**config.mk**
```make
export PLATFORM = sky130hd
export DESIGN_NAME = rfuv_sqrt
export DESIGN_NICKNAME = d
export VERILOG_FILES = /design/src/hdl/rfuv_pkg.sv /design/src/hdl/rfuv_sqrt.sv
export SDC_FILE = /design/constraint.sdc
export NUM_CORES = 2
export LEC_CHECK = 0
export BUFFER_PORTS_ARGS = -buffer_cell sky130_fd_sc_hd__clkbuf_2
export CORE_UTILIZATION = 40
export CTS_CLUSTER_SIZE = 24
export DETAILED_ROUTE_END_ITERATION = 16
export PLACE_DENSITY = 0.57
export SKIP_CTS_REPAIR_TIMING = 1
export SLEW_MARGIN = 10
export SYNTH_ARGS = -nofsm -noshare
export SYNTH_HDL_FRONTEND = slang
export SYNTH_SLANG_ARGS = --single-unit
```
**constraint.sdc**
```tcl
create_clock -name clk -period 3.74 [get_ports clk]
set_input_delay 1.122 -clock clk [delete_from_list [all_inputs] [get_ports clk]]
set_output_delay 1.122 -clock clk [all_outputs]
set_load 0.05 [all_outputs]
```
**src/hdl/rfuv_pkg.sv**
```systemverilog
package rfuv_pkg;

  localparam int UV_FRAC_BITS_DEF = 16;

  localparam int UV_W     = 17;
  localparam int NRM_W    = 16;
  localparam int DST_W    = 16;
  localparam int VP_W     = 14;
  localparam int MO_W     = 16;
  localparam int PIX_W    = 16;
  localparam int PROD_W   = 31;
  localparam int RND_BITS = 14;
  localparam int LSQ_W    = 33;
  localparam int LEN_W    = 17;
  localparam int SCL_W    = 32;

  localparam int CFG_IDX_W  = 2;
  localparam int CFG_DATA_W = 16;
  localparam int S_DATA_W   = 88;
  localparam int M_DATA_W   = 40;

  localparam logic [CFG_IDX_W-1:0] REG_VP_WIDTH   = 2'd0;
  localparam logic [CFG_IDX_W-1:0] REG_VP_HEIGHT  = 2'd1;
  localparam logic [CFG_IDX_W-1:0] REG_MAX_OFFSET = 2'd2;

  localparam logic [VP_W-1:0] VP_WIDTH_RST   = 14'd1920;
  localparam logic [VP_W-1:0] VP_HEIGHT_RST  = 14'd1080;
  localparam logic [MO_W-1:0] MAX_OFFSET_RST = 16'd4096;

  typedef struct packed {
    logic [UV_W-1:0] u;
    logic [UV_W-1:0] v;
    logic            sx;
    logic            sz;
  } side_t;

  typedef struct packed {
    side_t            side;
    logic [PIX_W-1:0] px;
    logic [PIX_W-1:0] pz;
    logic             clamp;
  } geo_t;

  typedef struct packed {
    logic [VP_W-1:0] width;
    logic [VP_W-1:0] height;
    logic [MO_W-1:0] max_offset;
  } cfg_t;

endpackage

```
**src/hdl/rfuv_sqrt.sv**
```systemverilog
module rfuv_sqrt (
  input  logic                              clk,
  input  logic                              rst,
  input  logic                              en,
  input  logic                              in_valid,
  input  rfuv_pkg::geo_t                    in_geo,
  input  logic        [rfuv_pkg::LSQ_W-1:0] lensq,
  output logic                              out_valid,
  output rfuv_pkg::geo_t                    out_geo,
  output logic        [rfuv_pkg::LEN_W-1:0] root
);
  import rfuv_pkg::*;

  localparam int STG = LEN_W;
  localparam int RW  = LEN_W + 1;
  localparam int XW  = 2 * LEN_W;

  logic             vld [STG];
  geo_t             g   [STG];
  logic [RW-1:0]    rem [STG];
  logic [LEN_W-1:0] rt  [STG];
  logic [XW-1:0]    x   [STG];

  for (genvar s = 0; s < STG; s++) begin : g_stage
    logic             v_i;
    geo_t             g_i;
    logic [RW-1:0]    rem_i;
    logic [LEN_W-1:0] rt_i;
    logic [XW-1:0]    x_i;
    logic [RW+1:0]    rem_s;
    logic [RW:0]      trial;
    logic [RW-1:0]    rem_n;
    logic [LEN_W-1:0] rt_n;

    if (s == 0) begin : g_first
      assign v_i = in_valid;
      assign g_i = in_geo;
      assign rem_i = '0;
      assign rt_i = '0;
      assign x_i = XW'(lensq);
    end else begin : g_next
      assign v_i = vld[s-1];
      assign g_i = g[s-1];
      assign rem_i = rem[s-1];
      assign rt_i = rt[s-1];
      assign x_i = x[s-1];
    end

    always_comb begin
      rem_s = {rem_i, x_i[XW-1 -: 2]};
      trial = {rt_i, 2'b01};
      if (rem_s >= (RW+2)'(trial)) begin
        rem_n = RW'(rem_s - (RW+2)'(trial));
        rt_n = {rt_i[LEN_W-2:0], 1'b1};
      end else begin
        rem_n = rem_s[RW-1:0];
        rt_n = {rt_i[LEN_W-2:0], 1'b0};
      end
    end

    always_ff @(posedge clk) begin
      if (rst) begin
        vld[s] <= 1'b0;
      end else if (en) begin
        vld[s] <= v_i;
      end
    end

    always_ff @(posedge clk) begin
      if (en) begin
        g[s] <= g_i;
        rem[s] <= rem_n;
        rt[s] <= rt_n;
        x[s] <= {x_i[XW-3:0], 2'b00};
      end
    end
  end

  assign out_valid = vld[STG-1];
  assign out_geo = g[STG-1];
  assign root = rt[STG-1];

`ifndef SYNTHESIS
  a_sqrt_rem: assert property (@(posedge clk) disable iff (rst)
    vld[STG-1] |-> rem[STG-1] <= {rt[STG-1], 1'b0})
    else $error("square root remainder out of range");
`endif

endmodule

```
After elaboration in Yosys (flattened, before gate mapping)
Memories as Yosys holds them, arrays and structs flattened.
Index checks and enable logic that the tools add are counted.
- bits in latches: 0
- memories: 5
- RAM bits: 2329
- register bits: 0
- ROM bits: 0
- bits of input ports: 106
- memories (memory ; words ; width ; rd ports ; clocked after memory_dff ; write ports ; line ; source):
    g ; 17 ; 69 ; 17 ; 0 ; 17 ; rfuv_sqrt.sv:19 ; geo_t g [STG];
    x ; 17 ; 32 ; 16 ; 0 ; 17 ; rfuv_sqrt.sv:22 ; logic [XW-1:0] x [STG];
    rem ; 17 ; 18 ; 16 ; 0 ; 17 ; rfuv_sqrt.sv:20 ; logic [RW-1:0] rem [STG];
    rt ; 17 ; 17 ; 17 ; 0 ; 17 ; rfuv_sqrt.sv:21 ; logic [LEN_W-1:0] rt [STG];
    vld ; 17 ; 1 ; 17 ; 0 ; 17 ; rfuv_sqrt.sv:18 ; logic vld [STG];
- $lt $le $gt $ge: 17
- reductions and logical operators: 0
- shifts and indexed selects: 0
- multiplexer cells: 57
- equality and inequality tests: 0
- bitwise operators: 17
- multipliers: 0
- divide/modulo/power cells: 0
- add/subtract/negate cells: 17
- operator list (kind ; number):
    >= comparator 20 x 19 -> 1 bit ; 16
    two-way mux 18 bit ; 17
    subtractor 18 bit ; 16
    two-way mux 1 bit ; 40
    OR 1 bit ; 17
    subtractor 1 x 1 -> 2 bit (second input constant) ; 1
    >= comparator 1 bit (second input constant) ; 1

Depth between registers and ports, before layout
- depth after elaboration: 4
- gate-level depth with buffers: 12
- mapped depth without buffers: 9

Worst setup path before layout
OpenSTA, ideal clock, no wires.
- path type: reg2reg
- start point: memory rem[0][259] (netlist name)
- end point: memory rem[0][281] (netlist name), data pin
- path slack: 0.973 ns
- clock period less this slack: 2.767 ns
- arrival: 2.508 ns
- stages on the path, launching flop included: 10
- buffers on the path: 2
- cells stage by stage: edfxtp_1 -> ha_1 -> buf_2 -> a211oi_1 -> nor2_1 -> nor4_2 -> nor4_1 -> a211oi_2 -> buf_4 -> mux2_2
- RTL lines (element ; line):
    from (decl) ; rfuv_sqrt.sv:20

==> impl_metrics.env <==
export IMPL_start_util=0.403
export IMPL_synthesis_nets=3834
export IMPL_max_slew_margin=0.487
export IMPL_synth_cells=3558
export IMPL_cts_root_buf="clkbuf_16"
export IMPL_postSynthAreaPerCell_um2=19.0
export IMPL_final_cell_mix="1,879 x edfxtp_1, 196 x inv_1, 193 x clkbuf_16"
export IMPL_synth_edf_count=1879
export IMPL_finClkSkew_ns=0.0545
export IMPL_port_buffers=192
export IMPL_grt_antenna_before_repair=0
export IMPL_worst_slack_ns=0.663
export IMPL_synth_flop_cell="edfxtp_1"
export IMPL_synth_seq_area_share=0.837
export IMPL_synth_distinct_cells=77
export IMPL_die_w_um=413
export IMPL_syn_area_um2=67400
export IMPL_grt_max_degree=123
export IMPL_vias=29517
export IMPL_worstPathRequired_ns=4.27
export IMPL_htreeDepth=4
export IMPL_grt_pass1_vias=29617
export IMPL_clock_sinks=1879
export IMPL_status="finished clean"
export IMPL_clock_path_buffers=3
export IMPL_worstSetupEndpointType="flip-flop"
export IMPL_grt_pass1_wl_um=149000
export IMPL_power_leakage_nw=28.2
export IMPL_routed_wl_um=91800
export IMPL_mostFrequentLayoutCell="edfxtp_1"
export IMPL_worst_skew_pair_late_latency_ns=0.82
export IMPL_die_y_um=413
export IMPL_core_area_um2=167000
export IMPL_post_synth_main_area_contributors="edfxtp_1 84%, ha_1 3.2%, xnor2_1 1.5%"
export IMPL_gp_congestion=0.838
export IMPL_cpPeakStageDelay_ns=0.61
export IMPL_row_count=150
export IMPL_place_area_um2=71900
export IMPL_critical_path_class="flip-flop to flip-flop"
export IMPL_async_reset_ff_frac=0
export IMPL_syn_to_final_growth_pct=16.3
export IMPL_wire_per_inst_um=14.5
export IMPL_yosysWarnings=0
export IMPL_grt_setup_unrepaired="no"
export IMPL_setup_tns_final_ns=0
export IMPL_synth_seq_cells=1879
export IMPL_drv_cap=0
export IMPL_hold_slack_ns=0.407
export IMPL_grt_overflow=0
export IMPL_dp_hpwl_um=55500
export IMPL_final_area_um2=78400
export IMPL_drive_gt1_frac=0.149
export IMPL_critical_path_arrival_ns=3.61
export IMPL_cts_tree="built"
export IMPL_drt_initial_drc_count=1848
export IMPL_power_density_nw_per_um2=621
export IMPL_min_period_ns=3.08
export IMPL_critPathMaxFanout=17
export IMPL_hold_violations=0
export IMPL_finalSetupViolCount=0
export IMPL_die_area_um2=170000
export IMPL_ant_nets=0
export IMPL_cts_buffers=190
export IMPL_fillers=13943
export IMPL_pre_cts_slack_ns=0.690
export IMPL_slowest_stage="o211ai_2"
export IMPL_fin_crit_sh=0.823
export IMPL_irDropWorstVdd_mv=0.511
export IMPL_post_route_util=0.469
export IMPL_start_kind="flip-flop"
export IMPL_place_inst=5994
export IMPL_n_antenna_cell=0
export IMPL_drtPass1Iterations=6
export IMPL_routed_via_density=4.65
export IMPL_gr_usage_all_layers=0.108
export IMPL_drc=0
export IMPL_synth_top_cell_by_area="edfxtp_1"
export IMPL_hp_class="flip-flop to flip-flop"
export IMPL_worst_pin_slew_ns=0.768
export IMPL_total_power_mw=48.7
export IMPL_ios=193
export IMPL_clk_pin_slew_ns=0.06
export IMPL_drv_slew=0
export IMPL_finalNonFillerCells=6349
export IMPL_final_net_count=4258
export IMPL_crit_path_cell_trace="inv_1 > ha_1 > nand4_1 > a211oi_1 > nor3_1 > buf_4 > o21a_1 > o211ai_2 > nor4bb_1 > xor2_1"
export IMPL_fmax_mhz=325
export IMPL_yosysTopAreaCellShare=0.837
==> cell type report <==
class                           instances  area, µm²  share of cell area
Sequential cell                      1879      56400               0.719
Inverter                              196        736             0.00938
Timing Repair Buffer                  272       1900              0.0242
Clock inverter                        132       1590              0.0202
Multi-Input combinational cell       1443      10100               0.129
Tap cell                             2204       2760              0.0352
Clock buffer                          223       4940              0.0630
==> cells by family after synthesis <==
family	count (synthesis)	share of synthesized area
buf+inv	236	0.0137
xor+xnor	198	0.0257
simple gates	588	0.0435
other cells	1	0.0000556
fa+ha+maj	170	0.0315
flops	1879	0.837
compound gates	440	0.0413
mux	46	0.00751
==> worst paths after layout <==
kind / startpoint / end / slack (ns) / cells after the start
setup / recovery: rt[1][54]$_DFFE_PP_ / rem[0][233]$_DFFE_PP_ / 0.66 / 10
hold / removal: x[0][70]$_DFFE_PP_ / x[0][104]$_DFFE_PP_ / 0.41 / 0
setup reg to reg: rt[1][54]$_DFFE_PP_ / rem[0][233]$_DFFE_PP_ / 0.66 / 10
hold reg to reg: x[0][70]$_DFFE_PP_ / x[0][104]$_DFFE_PP_ / 0.41 / 0
==> routing by layer <==
| layer | vias to the layer above | wire, µm | GRT usage |
|---|---|---|---|
| met4 | 0 | 3270 | 0.0509 |
| met3 | 233 | 3790 | 0.0275 |
| met5 | - | 0 | 0 |
| li1 | 14558 | - | - |
| met2 | 447 | 44900 | 0.181 |
| met1 | 14279 | 39800 | 0.131 |
==> synthesized netlist by cell type (all sizes together) (34+ instances only) <==
| cell type | number |
|---|---|
| nand2b | 34 |
| a21oi | 134 |
| a21o | 35 |
| mux2 | 37 |
| nor3 | 57 |
| nor2 | 162 |
| nand3 | 39 |
| o21ai | 118 |
| edfxtp | 1879 |
| ha | 170 |
| inv | 196 |
| xnor2 | 113 |
| nand2 | 123 |
| xor2 | 85 |
==> worst max-delay path, delay by kind of cell, from the launching register on <==
kind                       cells  cell delay, ns
AOI/OAI and AO/OA              3            1.05
xor gates and xnor gates       1            0.10
adders and majority gates      1            0.39
buffers and inverters          2            0.22
DFF                            1            0.41
and+or+nand+nor                3            0.64
==> report_power, final <==
part	internal [mW]	switching (mW)
logic	1.48	2.14
clock network	11.5	7.81
registers	25.1	0.621
==> flip-flops by register name (all words and copies together) (netlist names) <==
name,flops
rem,264
rt,153
vld,17
g,1173
x,272
Power figures use the tool's default switching activity.
