$ cat src/hdl/rfuv_pkg.sv
package rfuv_pkg;

  localparam int UV_FRAC_BITS_DEF = 16;

  localparam int UV_W     = 17;
  localparam int NRM_W    = 16;
  localparam int DST_W    = 16;
  localparam int VP_W     = 14;
  localparam int MO_W     = 16;
  localparam int PIX_W    = 16;
  localparam int PROD_W   = 31;
  localparam int RND_BITS = 14;
  localparam int LSQ_W    = 33;
  localparam int LEN_W    = 17;
  localparam int SCL_W    = 32;

  localparam int CFG_IDX_W  = 2;
  localparam int CFG_DATA_W = 16;
  localparam int S_DATA_W   = 88;
  localparam int M_DATA_W   = 40;

  localparam logic [CFG_IDX_W-1:0] REG_VP_WIDTH   = 2'd0;
  localparam logic [CFG_IDX_W-1:0] REG_VP_HEIGHT  = 2'd1;
  localparam logic [CFG_IDX_W-1:0] REG_MAX_OFFSET = 2'd2;

  localparam logic [VP_W-1:0] VP_WIDTH_RST   = 14'd1920;
  localparam logic [VP_W-1:0] VP_HEIGHT_RST  = 14'd1080;
  localparam logic [MO_W-1:0] MAX_OFFSET_RST = 16'd4096;

  typedef struct packed {
    logic [UV_W-1:0] u;
    logic [UV_W-1:0] v;
    logic            sx;
    logic            sz;
  } side_t;

  typedef struct packed {
    side_t            side;
    logic [PIX_W-1:0] px;
    logic [PIX_W-1:0] pz;
    logic             clamp;
  } geo_t;

  typedef struct packed {
    logic [VP_W-1:0] width;
    logic [VP_W-1:0] height;
    logic [MO_W-1:0] max_offset;
  } cfg_t;

endpackage

$ cat src/hdl/rfuv_back.sv
module rfuv_back #(
  parameter int UV_FRAC_BITS = rfuv_pkg::UV_FRAC_BITS_DEF
) (
  input  logic                             clk,
  input  logic                             rst,
  input  logic                             en,
  input  logic                             in_valid,
  input  logic [UV_FRAC_BITS+7:0]          q_u,
  input  logic [UV_FRAC_BITS+7:0]          q_v,
  input  rfuv_pkg::side_t                  side,
  input  rfuv_pkg::cfg_t                   cfg,
  output logic                             out_valid,
  output logic [rfuv_pkg::UV_W-1:0]        out_u,
  output logic [rfuv_pkg::UV_W-1:0]        out_v,
  output logic                             refracted
);
  import rfuv_pkg::*;

  localparam int F  = UV_FRAC_BITS;
  localparam int CW = F + 10;
  localparam int MW = F + 9;
  localparam int PW = MW + VP_W + 1;

  logic            v1, v2;
  logic [CW-1:0]   cu_next, cv_next, cu, cv;
  logic [UV_W-1:0] u1, v1c, u2, v2c, cu2, cv2;
  logic [PW-1:0]   pu, pv;
  logic            neg_u, neg_v;
  logic [VP_W:0]   tw_u, tw_v;
  logic [PW-1:0]   bnd_u, bnd_v, one;
  logic            ok_u, ok_v, refr;

  always_comb begin
    cu_next = CW'(side.u) + (side.sx ? -CW'(q_u) : CW'(q_u));
    cv_next = CW'(side.v) + (side.sz ? -CW'(q_v) : CW'(q_v));
    tw_u = {cfg.width, 1'b0};
    tw_v = {cfg.height, 1'b0};
    one = PW'(1) << F;
    bnd_u = PW'(tw_u - (VP_W+1)'(1)) << F;
    bnd_v = PW'(tw_v - (VP_W+1)'(1)) << F;
    ok_u = !neg_u && (pu >= one) && (pu <= bnd_u);
    ok_v = !neg_v && (pv >= one) && (pv <= bnd_v);
    refr = ok_u && ok_v && (cfg.width != '0) && (cfg.height != '0);
  end

  always_ff @(posedge clk) begin
    if (rst) begin
      v1 <= 1'b0;
      v2 <= 1'b0;
      out_valid <= 1'b0;
    end else if (en) begin
      v1 <= in_valid;
      v2 <= v1;
      out_valid <= v2;
    end
  end

  always_ff @(posedge clk) begin
    if (en) begin
      cu <= cu_next;
      cv <= cv_next;
      u1 <= side.u;
      v1c <= side.v;
      pu <= PW'(cu[MW-1:0]) * PW'(tw_u);
      pv <= PW'(cv[MW-1:0]) * PW'(tw_v);
      neg_u <= cu[CW-1];
      neg_v <= cv[CW-1];
      cu2 <= cu[UV_W-1:0];
      cv2 <= cv[UV_W-1:0];
      u2 <= u1;
      v2c <= v1c;
      out_u <= refr ? cu2 : u2;
      out_v <= refr ? cv2 : v2c;
      refracted <= refr;
    end
  end

endmodule

$ cat config.mk
export PLATFORM = sky130hd
export DESIGN_NAME = rfuv_back
export DESIGN_NICKNAME = d
export VERILOG_FILES = /design/src/hdl/rfuv_pkg.sv /design/src/hdl/rfuv_back.sv
export SDC_FILE = /design/constraint.sdc
export NUM_CORES = 2
export LEC_CHECK = 0
export BUFFER_PORTS_ARGS = -buffer_cell sky130_fd_sc_hd__buf_2
export CORE_MARGIN = 1
export CORE_UTILIZATION = 55
export CTS_BUF_LIST = sky130_fd_sc_hd__clkbuf_8
export DETAILED_ROUTE_END_ITERATION = 8
export PLACE_DENSITY = 0.75
export SLEW_MARGIN = 20
export SYNTH_ARGS = -nofsm -noshare
export SYNTH_HDL_FRONTEND = slang
export SYNTH_SLANG_ARGS = --single-unit
$ cat constraint.sdc
create_clock -name clk -period 9.56 [get_ports clk]
set_input_delay 1.912 -clock clk [delete_from_list [all_inputs] [get_ports clk]]
set_output_delay 1.912 -clock clk [all_outputs]
set_load 0.005 [all_outputs]
**Word level (Yosys, flattened, before mapping)**

Index checks and enable logic that the tools add are counted.

- Register bits after elaboration: 272
- Input port bits: 132
- Word-level logic and storage cells: 45

- Add/sub/neg operators: 6
- $mul: 2
- Order comparisons: 4
- Multiplexer cells: 4
- Reduce and logical (&&, ||, !) cells: 11

Operators by type and width:

| kind | number |
|---|---|
| >= comparator 40 x 17 -> 1 bit, second input constant | 2 |
| less-or-equal comparator 40 bit | 2 |
| multiplier 25 x 14 -> 39 bit | 2 |
| adder 17 x 26 -> 26 bit | 2 |
| two-way mux 26 bit | 2 |
| negation 24 -> 26 bit | 2 |
| two-way mux 17 bit | 2 |
| subtractor 15 x 1 -> 16 bit, second input constant | 2 |
| nonzero test 14 bit | 2 |
| logical AND 1 bit | 7 |
| logical NOT 1 bit | 2 |

**Logic depth before layout (Yosys ltp)**

- Word-level depth: 7
- Depth in mapped cells: 24
- Mapped depth without buffers: 22

**Worst setup path before layout**

OpenSTA, ideal clock, no wires.

- Path kind: input-to-reg
- Start: input port cfg[18] (netlist name)
- End: register pv[36], data pin
- Library setup time: 0.261 ns
- Arrival: 7.766 ns
- Slack: 1.533 ns
- Cell stages on the path: 22
- Buffers on the path: 2
- Cells stage by stage: clkbuf_1 clkbuf_1 and2_1 fa_1 inv_1 fa_1 inv_1 fa_1 inv_1 fa_1 fa_1 inv_1 fa_1 ha_1 o21a_1 a221oi_1 o211ai_1 or4_1 a31o_2 a31oi_1 nor3_1 a311o_1

- Word-level cells in the longest chain between the ends: 1

RTL lines:

| what | RTL line | RTL |
|---|---|---|
| start: declaration | rfuv_back.sv:11 | `input rfuv_pkg::cfg_t cfg,` |
| multiplier 25 x 14 -> 39 bit | rfuv_back.sv:65 | `pv <= PW'(cv[MW-1:0]) * PW'(tw_v);` |
| end signal: assignment | rfuv_back.sv:65 |  |
| end: declaration | rfuv_back.sv:27 | `logic [PW-1:0] pu, pv;` |

No other way between the ends.
A chain may end at the register's enable or synchronous reset.

**Worst setup path after layout**

- Start: input port cfg[35] (netlist name)
- End: register pu[36], data pin

- Word-level cells in the longest chain between the ends: 1

RTL lines:

| what | RTL line | RTL |
|---|---|---|
| multiplier 25 x 14 -> 39 bit | rfuv_back.sv:64 | `pu <= PW'(cu[MW-1:0]) * PW'(tw_u);` |
| end signal: assignment | rfuv_back.sv:64 |  |
| end: declaration | rfuv_back.sv:27 |  |

No other way between the ends.

==> flow_metrics.tcl <==
set metrics [dict create \
    status "complete, but fails checks" \
    violations "design-rule violations" \
    dpl.hpwl_um 60410 \
    ios 168 \
    routed.top_layer "met4" \
    rr_worst_depth 20 \
    synth_ff_type "edfxtp_1" \
    cts-resized-gates 0 \
    grt_pass1_vias 26030 \
    postSynthCellCount 3569 \
    finalHoldViolations 0 \
    antenna_left 0 \
    vias 25020 \
    grt_use_total_pct 24.59 \
    cp.required_ns 9.87 \
    slew_viol_final 0 \
    post-route-period-util_pct 83.89 \
    antenna_found_initial 3 \
    maxSlewHeadroom_pct 36.93 \
    cts.clk_slew.worst_paths_ns 0.06 \
    met1_length_um 31940 \
    fin_setup_tns_ns 0 \
    clkSinkCount 272 \
    wl_met3_um 3444 \
    nets 4585 \
    hp-start "u1[10]" \
    worst_pin_slew_ns 0.9461 \
    drc_errors 2 \
    cts_tree "done" \
    ys_ff_latch 272 \
    yosysWarnings 0 \
    cp.arrival_ns 8.33 \
    num_rows 93 \
    synth_cell_type_count 76 \
    min_to "u2[10]" \
    portBuffers 151 \
    synth-edff-count 269 \
    cts_buffers 47 \
    hold_buffers 0 \
    die_h_um 256.9 \
    grt-ovfl-total 0 \
    start_util_pct 55.52 \
    r2r_start "cv[7]" \
    period_needed_ns 8.020 \
    h-tree-depth 2 \
    cts_post_setup_buffers_inserted 0 \
    grt_max_degree 159 \
    gp_congestion 0.9041 \
    path_class "in2reg" \
    syn_to_final_growth_pct 5.919 \
    ys_async_sr_fraction_pct 0 \
    clk_latency_ns 0.61 \
    path_max_fanout 29 \
    crit_path_end_kind "flop" \
    fin_skew_ns 0.03346 \
    first_iter_violations 1371 \
    met2_wirelength_um 40920 \
    via_per_inst 5.556 \
    holdPathStages 0 \
    setup_viol 0 \
    fillCellCount 5444 \
    cts_root_buffer "clkbuf_8" \
    rsz0062_at_grt "false" \
    synth_seq_area_share_pct 22.78 \
    max_freq_mhz 124.7 \
    multi_input_area_um2 24740 \
    seq_area_um2 8138 \
    drv_cap 0 \
    clockBufferDepth 3 \
    coreArea_um2 64350 \
    critPathLaunchType "input port" \
    syn_nets 4541 \
    fp.dieW_um 256.9 \
    grt_first_pass_wirelength_um 130800 \
    min_path_type "reg2reg" \
    r2r_end "pv[36]" \
    synth_area_um2 35720 \
    dieArea_um2 65970 \
    wire_per_inst_um 17.37 \
    finalWirelength_um 78220 \
    avgSynthCellArea_um2 10.01 \
    layout-drive-gt1-share_pct 7.545 \
    firstDrtPassIters 7 \
    reg2reg_slack_ns 2.45 \
]
==> worst max path at each step <==
stage | from | slack [ns] | to | depth (start not counted)
final | cfg[35] | 1.54 | pu[36] | 20
after floorplan | cfg[18] | 1.53 | pv[36] | 22
after detailed placement | cfg[35] | 1.00 | pu[36] | 20
after global routing | cfg[35] | 1.25 | pu[36] | 20
after global placement | cfg[20] | 1.08 | pv[36] | 21
after CTS | cfg[35] | 1.61 | pu[36] | 20
==> flip-flops by register name, summed over array words and instances, names as in the netlist, 17 cells and up <==
name,count
cu,26
cu2,17
cv,26
cv2,17
out_u,17
out_v,17
pu,39
pv,39
u1,17
u2,17
v1c,17
v2c,17
==> Yosys cell counts (17+ instances only) <==
cell type	instances	area share (%)
nand4_1	35	0.61
inv_1	591	6.2
and2_1	338	5.9
nor4_1	31	0.54
a21oi_1	107	1.5
edfxtp_1	269	23
ha_1	292	10
mux2_2	35	1.1
nand2_1	461	4.8
a211oi_1	17	0.36
o21a_1	17	0.36
nand3_1	20	0.28
a21o_1	47	0.99
nor2_1	93	0.98
xor2_1	54	1.3
nor3_1	37	0.52
xnor2_1	117	2.9
clkbuf_1	143	1.5
o21ai_0	67	0.94
fa_1	548	31
==> routing by layer <==
metal / up-vias / GRT usage, %
met4: 0 / 7.011
met5: - / 0
met1: 12670 / 31.22
met3: 138 / 2.236
li1: 11560 / -
met2: 652 / 44.64
==> cells in the final DEF (no fill, tap or decap), types with 48 or more instances in the layout <==
master,instances
inv_1,604
fa_1,548
nand2_1,461
and2_1,338
ha_1,292
edfxtp_1,269
buf_2,150
xnor2_1,117
a21oi_1,107
nor2_1,93
o21ai_0,67
xor2_1,54
clkbuf_8,48
==> kinds of logic (layout without fill, tap and decap cells) <==
family	count (synthesis)	after routing	share of synthesized area, %
other cells	0	3	0
simple gates	1109	1109	15.63
flops	272	272	22.78
mux	43	43	1.327
compound gates	380	380	7.082
xor+xnor	173	173	4.284
buf+inv	752	828	7.961
fa+ha+maj	840	840	40.94
==> stage by stage <==
| stage | utilization [%] | instances | hold WS [ns] | setup slack [ns] | cell area (um2) |
|---|---|---|---|---|---|
| after floorplan | - | 3569 | 0.4003 | 1.533 | 35720 |
| after global placement | 57.47 | 4419 | 0.4011 | 1.083 | 36980 |
| after detailed placement | 57.47 | 4419 | 0.4045 | 1.005 | 36980 |
| after CTS | 58.79 | 4500 | 0.4165 | 1.613 | 37830 |
| after global routing | 58.80 | 4503 | 0.4219 | 1.250 | 37840 |
| final | 58.80 | 4503 | 0.4161 | 1.540 | 37840 |
==> worst max-delay path, cell delays in order <==
cell and delay [ns]:
buf_2 0.62, nand2_1 0.18, fa_1 0.60, fa_1 0.46, fa_1 0.54, inv_1 0.05, fa_1 0.45, fa_1 0.49
inv_1 0.05, fa_1 0.48, inv_1 0.04, ha_1 0.36, nand3_1 0.15, nor3_1 0.27, a31oi_1 0.19, nand2_1 0.18
a21oi_1 0.14, o31ai_1 0.59, o21ai_0 0.19, a311o_1 0.36
==> cell type report <==
type	instances	area share [%]
Inverter	592	5.873
Clock buffer	48	1.746
Timing Repair Buffer	155	2.136
Multi-Input combinational cell	2545	65.39
Sequential cell	272	21.51
Antenna cell	3	0.01984
Clock inverter	33	0.5026
Tap cell	855	2.827
Power is not shown: default switching activity piles up to over one toggle a cycle in this logic, so the estimate is an artifact.
