## config.mk

```make
export PLATFORM = sky130hd
export DESIGN_NAME = rfuv_front
export DESIGN_NICKNAME = d
export VERILOG_FILES = /design/src/hdl/rfuv_pkg.sv /design/src/hdl/rfuv_front.sv
export SDC_FILE = /design/constraint.sdc
export NUM_CORES = 2
export LEC_CHECK = 0
export ABC_AREA = 1
export ABC_CLOCK_PERIOD_IN_PS = 8400
export BUFFER_PORTS_ARGS = -buffer_cell sky130_fd_sc_hd__buf_2
export CAP_MARGIN = 25
export CORE_MARGIN = 2
export CORE_UTILIZATION = 48
export DETAILED_ROUTE_END_ITERATION = 12
export PLACE_DENSITY = 0.68
export SYNTH_ARGS = -nofsm -noshare
export SYNTH_HDL_FRONTEND = slang
export SYNTH_SLANG_ARGS = --single-unit
```

## constraint.sdc

```tcl
create_clock -name clk -period 8.4 [get_ports clk]
set_clock_uncertainty 0.1 [all_clocks]
set_input_delay 0 -clock clk [delete_from_list [all_inputs] [get_ports clk]]
set_output_delay 0 -clock clk [all_outputs]
set_load 0.005 [all_outputs]
```

## src/hdl/rfuv_pkg.sv

```systemverilog
package rfuv_pkg;

  localparam int UV_FRAC_BITS_DEF = 16;

  localparam int UV_W     = 17;
  localparam int NRM_W    = 16;
  localparam int DST_W    = 16;
  localparam int VP_W     = 14;
  localparam int MO_W     = 16;
  localparam int PIX_W    = 16;
  localparam int PROD_W   = 31;
  localparam int RND_BITS = 14;
  localparam int LSQ_W    = 33;
  localparam int LEN_W    = 17;
  localparam int SCL_W    = 32;

  localparam int CFG_IDX_W  = 2;
  localparam int CFG_DATA_W = 16;
  localparam int S_DATA_W   = 88;
  localparam int M_DATA_W   = 40;

  localparam logic [CFG_IDX_W-1:0] REG_VP_WIDTH   = 2'd0;
  localparam logic [CFG_IDX_W-1:0] REG_VP_HEIGHT  = 2'd1;
  localparam logic [CFG_IDX_W-1:0] REG_MAX_OFFSET = 2'd2;

  localparam logic [VP_W-1:0] VP_WIDTH_RST   = 14'd1920;
  localparam logic [VP_W-1:0] VP_HEIGHT_RST  = 14'd1080;
  localparam logic [MO_W-1:0] MAX_OFFSET_RST = 16'd4096;

  typedef struct packed {
    logic [UV_W-1:0] u;
    logic [UV_W-1:0] v;
    logic            sx;
    logic            sz;
  } side_t;

  typedef struct packed {
    side_t            side;
    logic [PIX_W-1:0] px;
    logic [PIX_W-1:0] pz;
    logic             clamp;
  } geo_t;

  typedef struct packed {
    logic [VP_W-1:0] width;
    logic [VP_W-1:0] height;
    logic [MO_W-1:0] max_offset;
  } cfg_t;

endpackage

```

## src/hdl/rfuv_front.sv

```systemverilog
module rfuv_front (
  input  logic                              clk,
  input  logic                              rst,
  input  logic                              en,
  input  logic                              in_valid,
  input  logic        [rfuv_pkg::UV_W-1:0]  src_u,
  input  logic        [rfuv_pkg::UV_W-1:0]  src_v,
  input  logic signed [rfuv_pkg::NRM_W-1:0] normal_x,
  input  logic signed [rfuv_pkg::NRM_W-1:0] normal_z,
  input  logic signed [rfuv_pkg::DST_W-1:0] optical_distance,
  input  rfuv_pkg::cfg_t                    cfg,
  output logic                              out_valid,
  output rfuv_pkg::geo_t                    geo,
  output logic        [rfuv_pkg::LSQ_W-1:0] lensq
);
  import rfuv_pkg::*;

  logic [NRM_W-1:0]   mag_x, mag_z;
  logic [DST_W-2:0]   dm;
  logic               v1, v2, v3;
  side_t              side1, side2, side3;
  logic [PROD_W-1:0]  prod_x, prod_z;
  logic [PROD_W-1:0]  rnd_x, rnd_z;
  logic [PIX_W-1:0]   px2, pz2, px3, pz3;
  logic [2*PIX_W-1:0] sq_x, sq_z, msq;
  logic [LSQ_W-1:0]   lensq_next;

  always_comb begin
    mag_x = normal_x[NRM_W-1] ? NRM_W'(-normal_x) : NRM_W'(normal_x);
    mag_z = normal_z[NRM_W-1] ? NRM_W'(-normal_z) : NRM_W'(normal_z);
    dm = optical_distance[DST_W-1] ? '0 : optical_distance[DST_W-2:0];
    rnd_x = prod_x + PROD_W'(1 << (RND_BITS - 1));
    rnd_z = prod_z + PROD_W'(1 << (RND_BITS - 1));
    lensq_next = LSQ_W'(sq_x) + LSQ_W'(sq_z);
  end

  always_ff @(posedge clk) begin
    if (rst) begin
      v1 <= 1'b0;
      v2 <= 1'b0;
      v3 <= 1'b0;
      out_valid <= 1'b0;
    end else if (en) begin
      v1 <= in_valid;
      v2 <= v1;
      v3 <= v2;
      out_valid <= v3;
    end
  end

  always_ff @(posedge clk) begin
    if (en) begin
      side1 <= '{u: src_u, v: src_v, sx: normal_x[NRM_W-1], sz: normal_z[NRM_W-1]};
      prod_x <= PROD_W'(mag_x) * PROD_W'(dm);
      prod_z <= PROD_W'(mag_z) * PROD_W'(dm);
      side2 <= side1;
      px2 <= rnd_x[RND_BITS +: PIX_W];
      pz2 <= rnd_z[RND_BITS +: PIX_W];
      side3 <= side2;
      px3 <= px2;
      pz3 <= pz2;
      sq_x <= (2*PIX_W)'(px2) * (2*PIX_W)'(px2);
      sq_z <= (2*PIX_W)'(pz2) * (2*PIX_W)'(pz2);
      msq <= (2*PIX_W)'(cfg.max_offset) * (2*PIX_W)'(cfg.max_offset);
      lensq <= lensq_next;
      geo <= '{side: side3, px: px3, pz: pz3, clamp: (lensq_next > LSQ_W'(msq))};
    end
  end

`ifndef SYNTHESIS
  a_clamp_nonzero: assert property (@(posedge clk) disable iff (rst)
    out_valid && geo.clamp |-> lensq != '0)
    else $error("clamp flagged on a zero length offset");
`endif

endmodule

```

### After elaboration in Yosys (flattened, before gate mapping)

Index checks and enable logic that the tools add are counted.

* bits in registers: 434
* bits of input ports: 130
* word-level logic and storage cells: 47

* $add $sub $neg: 5
* $mul: 5
* order comparisons: 1
* muxes and demuxes: 3

Operators by type and width (count)
* 16-bit by 16-bit multiplier with 32-bit output: 3
* 30-bit by 14-bit adder with 30-bit output (second input constant): 2
* 16-bit by 15-bit multiplier with 30-bit output: 2
* 32-bit by 32-bit adder with 33-bit output: 1
* 33-bit by 32-bit > comparator with 1-bit output: 1
* 16-bit 2-to-1 mux: 2
* 16-bit negator: 2
* 15-bit 2-to-1 mux: 1

### Logic depth before layout (Yosys ltp)

* depth after elaboration: 3
* depth in mapped cells: 36

### Worst setup path before layout

OpenSTA, ideal clock, no wires.

* path kind: input -> register
* start point: input port normal_x[0] (netlist name)
* end point: register prod_x[28], data pin
* library setup time: 0.262 ns
* data arrival time: 6.066 ns
* data required time: 8.038 ns
* slack: 1.972 ns
* stages on the path: 34
* buffers on the path: 1
* path through: inv_1 clkbuf_1 ha_1 inv_1 nor3_2 nand2_1 nor3_1 nand2_1 nand2_1 o21ai_0 inv_1 or2_2 nand2_2 inv_2 nor2_1 fa_1 inv_1 fa_1 inv_1 fa_1 fa_1 fa_1 inv_1 fa_1 inv_1 ha_1 a21oi_1 o21a_1 o21ai_0 a21oi_1 nor2_1 nor2_1 o21ai_1 xor2_1

* cells in the longest elaborated chain, start to end: 3

RTL lines
* start: declaration: RTL line rfuv_front.sv:8 `input logic signed [rfuv_pkg::NRM_W-1:0] normal_x,`
* 16-bit negator: RTL line rfuv_front.sv:29 `mag_x = normal_x[NRM_W-1] ? NRM_W'(-normal_x) : NRM_W'(normal_x);`
* 16-bit 2-to-1 mux (*): RTL line rfuv_front.sv:29
* 16-bit by 15-bit multiplier with 30-bit output (*): RTL line rfuv_front.sv:54 `prod_x <= PROD_W'(mag_x) * PROD_W'(dm);`
* end signal: assignment: RTL line rfuv_front.sv:54
* end: declaration: RTL line rfuv_front.sv:22 `logic [PROD_W-1:0] prod_x, prod_z;`

Mark *: on every way between the ends. The rest lies on a longest branch, timed or not.
A chain may end at the register's enable or synchronous reset.

### Worst setup path after layout

* start point: register px2[9]
* end point: register sq_x[24], data pin

* cells in the longest elaborated chain, start to end: 1

RTL lines
* start: declaration: RTL line rfuv_front.sv:24 `logic [PIX_W-1:0] px2, pz2, px3, pz3;`
* start signal: assignment: RTL line rfuv_front.sv:57 `px2 <= rnd_x[RND_BITS +: PIX_W];`
* 16-bit by 16-bit multiplier with 32-bit output: RTL line rfuv_front.sv:62 `sq_x <= (2*PIX_W)'(px2) * (2*PIX_W)'(px2);`
* end signal: assignment: RTL line rfuv_front.sv:62
* end: declaration: RTL line rfuv_front.sv:25 `logic [2*PIX_W-1:0] sq_x, sq_z, msq;`

No other way between the ends.

==> out/qor.yml <==
run_status: "complete, no violations"
h-tree-depth: 2
die_y_um: 338
synth-edff-count: 399
setup.worst_path.end_class: "register"
hold_violations: 0
synth_top_area_cell: "fa_1"
maxCapViolations: 0
postSynthAreaPerCell_um2: 9.12
async_reset_ff_frac: 0
place.gp.congestion: 0.924
layout-drive-gt1-share: 0.0592
cts.sinks: 403
starting_density_of_the_core: 0.483
final_min_period_over_clock_period: 0.799
regToRegEndpoint: "sq_x[24]"
pin_count: 233
antenna_found_initial: 3
grt_pass1_wl_um: 198000
core_mm2: 0.111
holdPathEnd: "side1[29]"
tritoncts: "yes"
timing.hold.worst.start: "src_u[10]"
grt_pass1_vias: 39768
max_slew_margin: 0.294
yosys.cell_count.top_type: "inv_1"
buffer_levels_on_the_longest_clock_path: 3
dp_hpwl_um: 96400
postLayoutCoreUtil: 0.525
via_per_inst: 5.00
area_growth_pct: 8.66
synth_cell_types: 54
timing.hold.worst.class: "input port to register"
period_needed_ns: 6.71
path_max_fanout: 17
r2r_start: "px2[9]"
yosys_warnings: 0
antenna_left: 0
setup-tns-final_ns: 0
gr-total-overflow: 0
cts_resized: 0
violation_count_after_the_first_detailed_routing_iteration: 2260
yosysSeqAreaShare: 0.226
postSynthNetCount: 7364
portBuffers: 204
post_synth_most_frequent_cells: "inv_1 (1563), nand2_1 (987), fa_1 (848), ha_1 (535), nor2_1 (494)"
grt_max_degree: 97
routed_wire_length_per_instance_um: 15.6
yosys.area.top_type_share: 0.318
final_net_count: 7564
min_delay_path_depth: 2
hold_ws_ns: 0.0160
number_of_cts_inserted_buffers: 44
synth.top_cells.by_area: "fa_1 (32%), edfxtp_1 (22%), ha_1 (13%)"
clock_edge_transition_at_the_registers_on_the_reported_setup_and_hold_paths_ns: 0.07
dieArea_mm2: 0.114
drv_slew: 0
start_kind: "register"
rrSetupSlack_ns: 1.69
drt_first_pass_iters: 6
placed_cells: 7439
worstRegToRegCells: 24
worstSkewPairLatency_ns: 0.60
total_routing_resource_utilization_after_global_routing: 0.216
floorplan.rows: 122
routed-via-count: 37894
data_required_time_at_the_worst_endpoint_ns: 8.65
netlist_instances: 5851
grt_setup_unrepaired: "no"
final_cells: 7573
final_routed_drc_violation_total: 0
antenna_diode_instance_count: 0
finalSetupViolCount: 0
yosys_most_used_dff: "edfxtp_1"
synthesis.area_mm2: 0.0534
cp_data_arrival_time_ns: 6.97
worst_pin_slew_ns: 1.06
die_outline_width_um: 338
clockRootBuffer: "clkbuf_16"
synth-seq-cells: 403
drt-total-wl_um: 118000
maximum_clock_frequency_ghz: 0.149
crit_type: "register to register"
-- worst max-delay path, stage by stage, from the launching register on --
cell and delay, ns:
edfxtp_1 0.81, nand2_1 0.29, inv_1 0.09, fa_1 0.54, inv_1 0.06, fa_1 0.53, inv_1 0.06, fa_1 0.50
inv_1 0.05, fa_1 0.52, inv_1 0.05, fa_1 0.47, inv_1 0.05, fa_1 0.47, inv_1 0.04, ha_1 0.37
nand2_1 0.14, nor2_1 0.11, inv_1 0.05, o21bai_1 0.32, a21boi_1 0.17, o21ai_0 0.36, nand3_1 0.15, nand3_1 0.11
nand2_1 0.06
-- registers in the layout (all words and copies together), names as in the netlist --
signal     flops
geo           69
lensq         33
msq           31
out_valid      1
prod_x        17
prod_z        17
px2           16
px3           16
pz2           16
pz3           16
side1         36
side2         36
side3         36
sq_x          30
sq_z          30
v1             1
v2             1
v3             1
-- cells by family (layout without fill, tap and decap cells) --
kind of cell,count (synthesis),after routing,share of synthesized area
fa+ha+maj,1383,1383,0.443
flops,403,403,0.226
compound gates,433,433,0.0468
xor+xnor,206,206,0.0338
simple gates,1699,1699,0.128
buf+inv,1727,1961,0.122
-- worst max path at each step --
stage / start / end / slack (ns) / cells after the start
4_1_cts: normal_x[15] / prod_x[28] / 1.78 / 28
3_5_place_dp: normal_z[0] / prod_z[23] / 1.20 / 32
3_3_place_gp: normal_z[0] / prod_z[23] / 1.22 / 30
6_report: px2[9] / sq_x[24] / 1.69 / 24
5_1_grt: normal_z[0] / prod_z[19] / 1.29 / 31
2_1_floorplan: normal_x[0] / prod_x[28] / 1.97 / 34
-- cells in the final DEF, fill, tap and decap left out, drive strengths merged, types with 5 or more instances in the layout --
cell type    instances
nor2               500
edfxtp             399
or2                 16
ha                 535
xor2               143
a21oi              214
o21ai              104
a221oi               5
a21o                23
nor3                39
bufinv               5
nand3b               7
nand3               83
nor4                 9
nand2              994
o221ai               5
inv               1581
buf                234
o21bai              21
dlygate4sd3         53
fa                 848
nand4               42
clkbuf              51
o21a                15
a31oi               23
clkinv              35
xnor2               63
-- layer usage --
| layer | wire [µm] | part of all wire | GRT usage |
|---|---|---|---|
| met1 | 50600 | 0.43 | 0.287 |
| met2 | 57100 | 0.48 | 0.374 |
| met3 | 7750 | 0.065 | 0.0297 |
| met4 | 3020 | 0.026 | 0.0540 |
| met5 | 0 | 0 | 0 |
-- area by class of cell --
type                            instances  area [µm²]
Clock buffer                           51        1130
Clock inverter                         29         344
Fill cell                           10122       52500
Inverter                             1594        5980
Multi-Input combinational cell       3721       34800
Sequential cell                       403       12100
Tap cell                             1488        1860
Timing Repair Buffer                  287        1810
-- metrics by stage --
| stage | worst slack [ns] | instance area [µm²] |
|---|---|---|
| after floorplan | 1.97 | 53400 |
| after global placement | 1.22 | 56000 |
| after detailed placement | 1.20 | 56000 |
| after CTS | 1.78 | 58000 |
| after global routing | 1.29 | 58000 |
| final | 1.69 | 58000 |
-- timing repair --
action                                  4_1_cts  5_1_grt
buffers inserted                              0        0
endpoints found under the setup margin        0        0
hold endpoints to repair                    135        0
hold buffers                                 53        0
Power is not shown: default switching activity piles up to over one toggle a cycle in this logic, so the estimate is an artifact.
